**config.mk**
```make
export PLATFORM = sky130hd
export DESIGN_NAME = plw_dist_unit
export DESIGN_NICKNAME = d
export VERILOG_FILES = /design/src/plw_pkg.sv /design/src/plw_dist_unit.sv
export SDC_FILE = /design/constraint.sdc
export NUM_CORES = 2
export LEC_CHECK = 0
export ABC_CLOCK_PERIOD_IN_PS = 8500
export BUFFER_PORTS_ARGS = -buffer_cell sky130_fd_sc_hd__buf_2
export CORE_MARGIN = 2
export CORE_UTILIZATION = 45
export DETAILED_ROUTE_END_ITERATION = 8
export GPL_ROUTABILITY_DRIVEN = 0
export GPL_TIMING_DRIVEN = 0
export PLACE_DENSITY_LB_ADDON = 0.2
export SLEW_MARGIN = 0
export SYNTH_ARGS = -nofsm -noshare
export SYNTH_HDL_FRONTEND = slang
export SYNTH_SLANG_ARGS = --single-unit
```
**constraint.sdc**
```tcl
create_clock -name i_clk -period 8.5 [get_ports i_clk]
set_input_delay 0.85 -clock i_clk [delete_from_list [all_inputs] [get_ports i_clk]]
set_output_delay 0.85 -clock i_clk [all_outputs]
set_load 0.03 [all_outputs]
```
**src/plw_pkg.sv**
```systemverilog
package plw_pkg;

    localparam int PATH_DEPTH = 256;
    localparam int ADDR_W     = $clog2(PATH_DEPTH);
    localparam int LEN_W      = $clog2(PATH_DEPTH + 1);
    localparam int COORD_W    = 32;
    localparam int WORD_W     = 2 * COORD_W;
    localparam int DIST_W     = 2 * COORD_W + 1;
    localparam int LOOK_W     = 4;
    localparam int NEAR_W     = 8;
    localparam int SUM_W      = ADDR_W + LOOK_W + 1;

    localparam logic [LOOK_W-1:0] LOOKAHEAD_RESET = LOOK_W'(3);

    localparam logic [1:0] MODE_CLEAR  = 2'd0;
    localparam logic [1:0] MODE_APPEND = 2'd1;
    localparam logic [1:0] MODE_QUERY  = 2'd2;

    localparam logic [1:0] STAT_OK    = 2'd0;
    localparam logic [1:0] STAT_EMPTY = 2'd1;
    localparam logic [1:0] STAT_FULL  = 2'd2;

    typedef struct packed {
        logic [1:0]                mode;
        logic signed [COORD_W-1:0] pos_x;
        logic signed [COORD_W-1:0] pos_y;
    } t_in_item;

    typedef struct packed {
        logic signed [COORD_W-1:0] target_x;
        logic signed [COORD_W-1:0] target_y;
        logic [NEAR_W-1:0]         nearest_index;
        logic [1:0]                status;
    } t_out_item;

    // Tag that travels with each waypoint read during a scan.
    typedef struct packed {
        logic              valid;
        logic              first;
        logic [ADDR_W-1:0] idx;
    } t_scan_tag;

    typedef struct packed {
        logic              busy;
        logic [ADDR_W-1:0] best_idx;
    } t_dist_status;

endpackage

```
**src/plw_dist_unit.sv**
```systemverilog
module plw_dist_unit import plw_pkg::*; (
    input  logic                      i_clk,
    input  logic                      i_rst_n,
    input  t_scan_tag                 i_tag,
    input  logic [WORD_W-1:0]         i_word,
    input  logic signed [COORD_W-1:0] i_qry_x,
    input  logic signed [COORD_W-1:0] i_qry_y,
    output t_dist_status              o_status
);

    // Stage 1: absolute differences. Stage 2: squares. Stage 3: sum.
    // Stage 4: compare against the running best.
    t_scan_tag              r_tag1, r_tag2, r_tag3;
    logic [COORD_W-1:0]     r_dx, r_dy;
    logic [2*COORD_W-1:0]   r_sx, r_sy;
    logic [DIST_W-1:0]      r_sum;
    logic [DIST_W-1:0]      r_best;
    logic [ADDR_W-1:0]      r_best_idx;

    logic signed [COORD_W:0] diff_x, diff_y;
    logic signed [COORD_W:0] abs_x, abs_y;

    always_comb begin
        diff_x = {i_word[WORD_W-1], i_word[WORD_W-1:COORD_W]} - {i_qry_x[COORD_W-1], i_qry_x};
        diff_y = {i_word[COORD_W-1], i_word[COORD_W-1:0]} - {i_qry_y[COORD_W-1], i_qry_y};
        abs_x  = diff_x[COORD_W] ? -diff_x : diff_x;
        abs_y  = diff_y[COORD_W] ? -diff_y : diff_y;
    end

    always_ff @(posedge i_clk) begin
        if (!i_rst_n) begin
            r_tag1.valid <= 1'b0;
            r_tag2.valid <= 1'b0;
            r_tag3.valid <= 1'b0;
        end else begin
            r_tag1.valid <= i_tag.valid;
            r_tag2.valid <= r_tag1.valid;
            r_tag3.valid <= r_tag2.valid;
        end
        r_tag1.first <= i_tag.first;
        r_tag1.idx   <= i_tag.idx;
        r_tag2.first <= r_tag1.first;
        r_tag2.idx   <= r_tag1.idx;
        r_tag3.first <= r_tag2.first;
        r_tag3.idx   <= r_tag2.idx;
        r_dx  <= abs_x[COORD_W-1:0];
        r_dy  <= abs_y[COORD_W-1:0];
        r_sx  <= r_dx * r_dx;
        r_sy  <= r_dy * r_dy;
        r_sum <= {1'b0, r_sx} + {1'b0, r_sy};
        // Strict less-than keeps the lowest index on a tie.
        if (r_tag3.valid && (r_tag3.first || (r_sum < r_best))) begin
            r_best     <= r_sum;
            r_best_idx <= r_tag3.idx;
        end
    end

    assign o_status.busy     = r_tag1.valid | r_tag2.valid | r_tag3.valid;
    assign o_status.best_idx = r_best_idx;

endmodule

```
* Word-level counts from Yosys, hierarchy flattened
Index checks and enable logic that the tools add are counted.
** Cells by class
- $add $sub $neg :: 5
- Multipliers :: 2
- Divide/modulo/power cells :: 0
- Order comparisons :: 1
- Eq/ne operators :: 0
- Shift operators :: 0
- Mux-type cells :: 2
- Bitwise gates (word level) :: 2
- Reductions and logical operators :: 2
** Operators by type and width (number)
- multiplier 32 x 32 -> 64 bit :: 2
- subtractor 32 x 32 -> 33 bit :: 2
- adder 64 x 64 -> 65 bit :: 1
- < comparator 65 bit :: 1
- 2-to-1 mux 32 bit :: 2
- negation 32 bit :: 2
- OR 1 bit :: 2
- logical AND 1 bit :: 1
- logical OR 1 bit :: 1
** Word-level totals
- Register bits after elaboration :: 360
- Bits in latches :: 0
- RAM bits :: 0
- Memory bits (read-only) :: 0
- Input bits :: 140
- Output and inout port bits :: 9
- Logic and storage cells :: 30
- Memories kept :: 0

* Logic depth before layout (Yosys ltp)
- Depth in word-level cells :: 3
- Mapped depth :: 32
- Gate-level depth less buffers :: 30

* Worst setup path before layout
OpenSTA, ideal clock, no wires.
- Path kind :: register to register
- Start :: reg r_dx[2]
- End :: reg r_sx[57]
- Library setup time :: 0.127 ns
- Data arrival time :: 7.646 ns
- Data required time :: 8.373 ns
- Slack :: 0.727 ns
- Cell stages (with the launch flop) :: 28
- Period minus slack after synthesis :: 7.773 ns
- Cells stage by stage :: dfxtp_1 clkbuf_1 clkbuf_1 nand2_1 fa_1 fa_1 inv_1 fa_1 inv_1 fa_1 inv_1 fa_1 fa_1 fa_1 inv_1 fa_1 inv_1 ha_1 a21oi_1 nor2b_1 a311o_1 or2_2 a41oi_1 o21ai_0 a21o_1 a311oi_1 o21ai_0 xor2_1
** Between the ends
- Word-level cells in the longest chain between the ends :: 1
** Ends and longest elaborated chain
- from (decl) :: line plw_dist_unit.sv:14 : logic [COORD_W-1:0] r_dx, r_dy;
- from (signal assigned) :: line plw_dist_unit.sv:46 : r_dx <= abs_x[COORD_W-1:0];
- multiplier 32 x 32 -> 64 bit :: line plw_dist_unit.sv:48 : r_sx <= r_dx * r_dx;
- to (signal assigned) :: line plw_dist_unit.sv:48
- to (decl) :: line plw_dist_unit.sv:15 : logic [2*COORD_W-1:0] r_sx, r_sy;
No other way between the ends.
A chain may end at the register's enable or synchronous reset.

* Worst setup path after layout
- Start :: reg r_dx[11]
- End :: reg r_sx[57]
The elaborated chain is that of the path after synthesis.

==> flow_summary.ini <==
[worst_hold_path]
hold_path_class = flop to flop
holdPathEnd = r_tag2[8]
min-delay-start = r_tag1[8]
whs_path_depth = 0

[synth]
ys_top_cells_by_area = sky130_fd_sc_hd__fa_1 41%, sky130_fd_sc_hd__ha_1 13%, sky130_fd_sc_hd__inv_1 10%, sky130_fd_sc_hd__dfxtp_1 7.4%, sky130_fd_sc_hd__and2_1 3.9%
syn_area_per_cell_um2 = 9.36
most_common_cell_in_the_netlist = sky130_fd_sc_hd__inv_1
synth-edff-count = 73
synth.distinct_cells = 96
syn-cell-area_um2 = 76900
synthesis.instances = 8218
yosys_reg_bits = 358
sequential_element_share_of_the_synthesized_area_pct = 10.3
synth_top_flop_cell = sky130_fd_sc_hd__dfxtp_1
synth_warnings = 0
synth_top_cell_area_share_pct = 41.3
asyncSetResetFlopFracSynth_pct = 0
synth_common_cells = 2142 x sky130_fd_sc_hd__inv_1, 1588 x sky130_fd_sc_hd__fa_1, 785 x sky130_fd_sc_hd__ha_1
synthDominantAreaCellType = sky130_fd_sc_hd__fa_1

[critical_path]
crit_top_cell = sky130_fd_sc_hd__fa_1
setup.worst_path.start_class = flop
critical_path.max_fanout = 10
worst_ep_required_time_ns = 8.98
critPathTopFamily = adder cells
reg2reg_from = r_dx[11]
critical_path_buf_inv_count = 4
worstSetupPathType = flop to flop
worstPathArrival_ns = 8.84
worst_path_max_delay_cell = sky130_fd_sc_hd__fa_1
reg2regPathDepth = 25
crit_path_end_kind = flop
cp_slowest_stage_delay_ns = 0.65
worstReg2RegEnd = r_sx[57]
r2r_setup_slack_ns = 0.14

[sta]
transition_time_at_the_pin_with_the_least_slew_margin_ns = 1.25
final.setup.worst_slack_ns = 0.142
final.setup_skew_ns = 0.0258
timing_max_transition_violations_final = 0
hold_ws_ns = 0.326
post-route-period-util_pct = 98.3
fin_crit_ns = 8.36
final_hold_viol_count = 0
final-setup-viol-count = 0
clock.fmax_mhz = 120
max_slew_margin_pct = 16.0

[run_status]
outcome = completed

[routing]
vias = 56899
drc = 0
routed_via_density = 5.33
drt-wirelength-per-cell_um = 20.7
drt_first_pass_iters = 6
routed_wl_um = 221000
ant_nets = 0
detailedRoute.firstIterationViolations = 4491

[global_route]
grt_antenna_before_repair = 27
grt_pass1_vias = 60383
track_usage_pct = 26.0
grt_first_pass_wirelength_um = 345000
grt_start_max_net_pins = 27
grt.overflow.total = 0

[clocking]
cts_buffer_depth = 3
clk_pin_slew_ns = 0.06
cts.sink_count = 358
cts.root.buffer_cell = sky130_fd_sc_hd__clkbuf_16
htreeDepth = 2
number_of_buffers_created_by_cts = 41
worstSkewPairLatency_ns = 0.61
tritoncts = yes

[placed_design]
dp_worst_setup_slack_ns = -2.31
place.detailed.hpwl_um = 187000
io_buffer_count = 148

[floorplan]
fp.dieH_um = 417
design.core.area_um2 = 169000
number_of_i_o_pins = 149
floorplan.die_area_um2 = 174000
start_util_pct = 45.4
die_w_um = 417
std_cell_rows = 151

[final_layout]
final_layout_size_suffix_gt1_share_pct = 7.07
design.final.nets = 10929
area_growth_syn_to_layout_pct = 8.41
n_fill_cell = 15971

[flow_run]
timing.max_cap.violations = 0
## state kept, by name, summed over array words and instances, names as in the netlist
signal,flops
r_sy,63
r_dy,32
r_dx,32
r_sum,65
r_best_idx,8
r_tag2,10
r_best,65
r_sx,63
r_tag1,10
r_tag3,10
## through the flow
step / cells / setup TNS [ns] / area (um^2) / utilization (%)
2_1_floorplan: 8219 / 0 / 76900 / -
3_3_place_gp: 10585 / -152.20 / 80400 / 47.4
3_5_place_dp: 10588 / -100.64 / 80500 / 47.5
5_1_grt: 10667 / -0.221 / 83300 / 49.2
6_report: 10674 / 0 / 83300 / 49.2
4_1_cts: 10658 / -0.0395 / 82900 / 48.9
## area by class of cell
| cell class | instances | area, um^2 | share of cell area, % |
|---|---|---|---|
| Timing Repair Buffer | 174 | 981 | 1.18 |
| Inverter | 2144 | 8060 | 9.68 |
| Clock inverter | 27 | 355 | 0.426 |
| Multi-Input combinational cell | 5438 | 60300 | 72.3 |
| Sequential cell | 358 | 7990 | 9.58 |
| Tap cell | 2218 | 2780 | 3.33 |
| Antenna cell | 7 | 17.5 | 0.0210 |
| Clock buffer | 49 | 1150 | 1.38 |
| Buffer | 259 | 1750 | 2.10 |
## worst register-to-register path: cells and delay by family (launching register included)
kind / cells / cell delay (ns)
AND/OR/NAND/NOR: 1 / 0.26
adder cells (fa/ha/maj): 9 / 4.44
AO/OA/AOI/OAI: 10 / 2.13
XOR/XNOR: 1 / 0.15
flip-flops: 1 / 0.53
buffers and inverters: 4 / 0.73
## placed cells by master, fill, tap and decap left out, types with 144 or more instances in the layout
cell                      instances
sky130_fd_sc_hd__inv_1         2139
sky130_fd_sc_hd__fa_1          1580
sky130_fd_sc_hd__ha_1           777
sky130_fd_sc_hd__nand2_1        653
sky130_fd_sc_hd__and2_1         472
sky130_fd_sc_hd__a21oi_1        274
sky130_fd_sc_hd__dfxtp_1        245
sky130_fd_sc_hd__xnor2_1        218
sky130_fd_sc_hd__nor2_1         198
sky130_fd_sc_hd__a21o_1         180
sky130_fd_sc_hd__buf_2          166
sky130_fd_sc_hd__o21ai_0        147
sky130_fd_sc_hd__xor2_1         144
## routing by layer
metal / share of wire, % / vias to the layer above / GRT usage [%]
li1: - / 25403 / -
met1: 41 / 28798 / 35.4
met2: 45 / 2233 / 41.1
met3: 9.3 / 453 / 5.41
met4: 4.1 / 12 / 8.96
met5: 0.081 / - / 0
## worst max-delay path by stage
stage	to	cells after the start	startpoint	slack (ns)
after floorplan	r_sx[57]	27	r_dx[2]	0.73
after detailed placement	r_sx[59]	27	r_dx[3]	-2.31
final	r_sx[57]	25	r_dx[11]	0.14
after global placement	r_sx[59]	27	r_dx[2]	-2.27
after CTS	r_sx[59]	28	r_dx[18]	-0.04
after global routing	r_sx[58]	24	r_dx[28]	-0.08
## cells by family after synthesis
| family | Yosys count | synth area share, % |
|---|---|---|
| DFF | 358 | 10.3 |
| other | 1 | 0.00488 |
| and+or+nand+nor | 1722 | 11.2 |
| buffers and inverters | 2423 | 11.9 |
| AOI/OAI and AO/OA | 968 | 8.29 |
| adders and majority gates | 2373 | 54.1 |
| xor gates and xnor gates | 362 | 4.12 |
| muxes | 11 | 0.150 |
## what timing repair did
item,CTS,global route
setup buffers,4,19
setup endpoints to repair,85,30
hold buffers,0,0
gates resized for setup,371,211
pin swaps,5,11
Power is not shown: default switching activity piles up to over one toggle a cycle in this logic, so the estimate is an artifact.
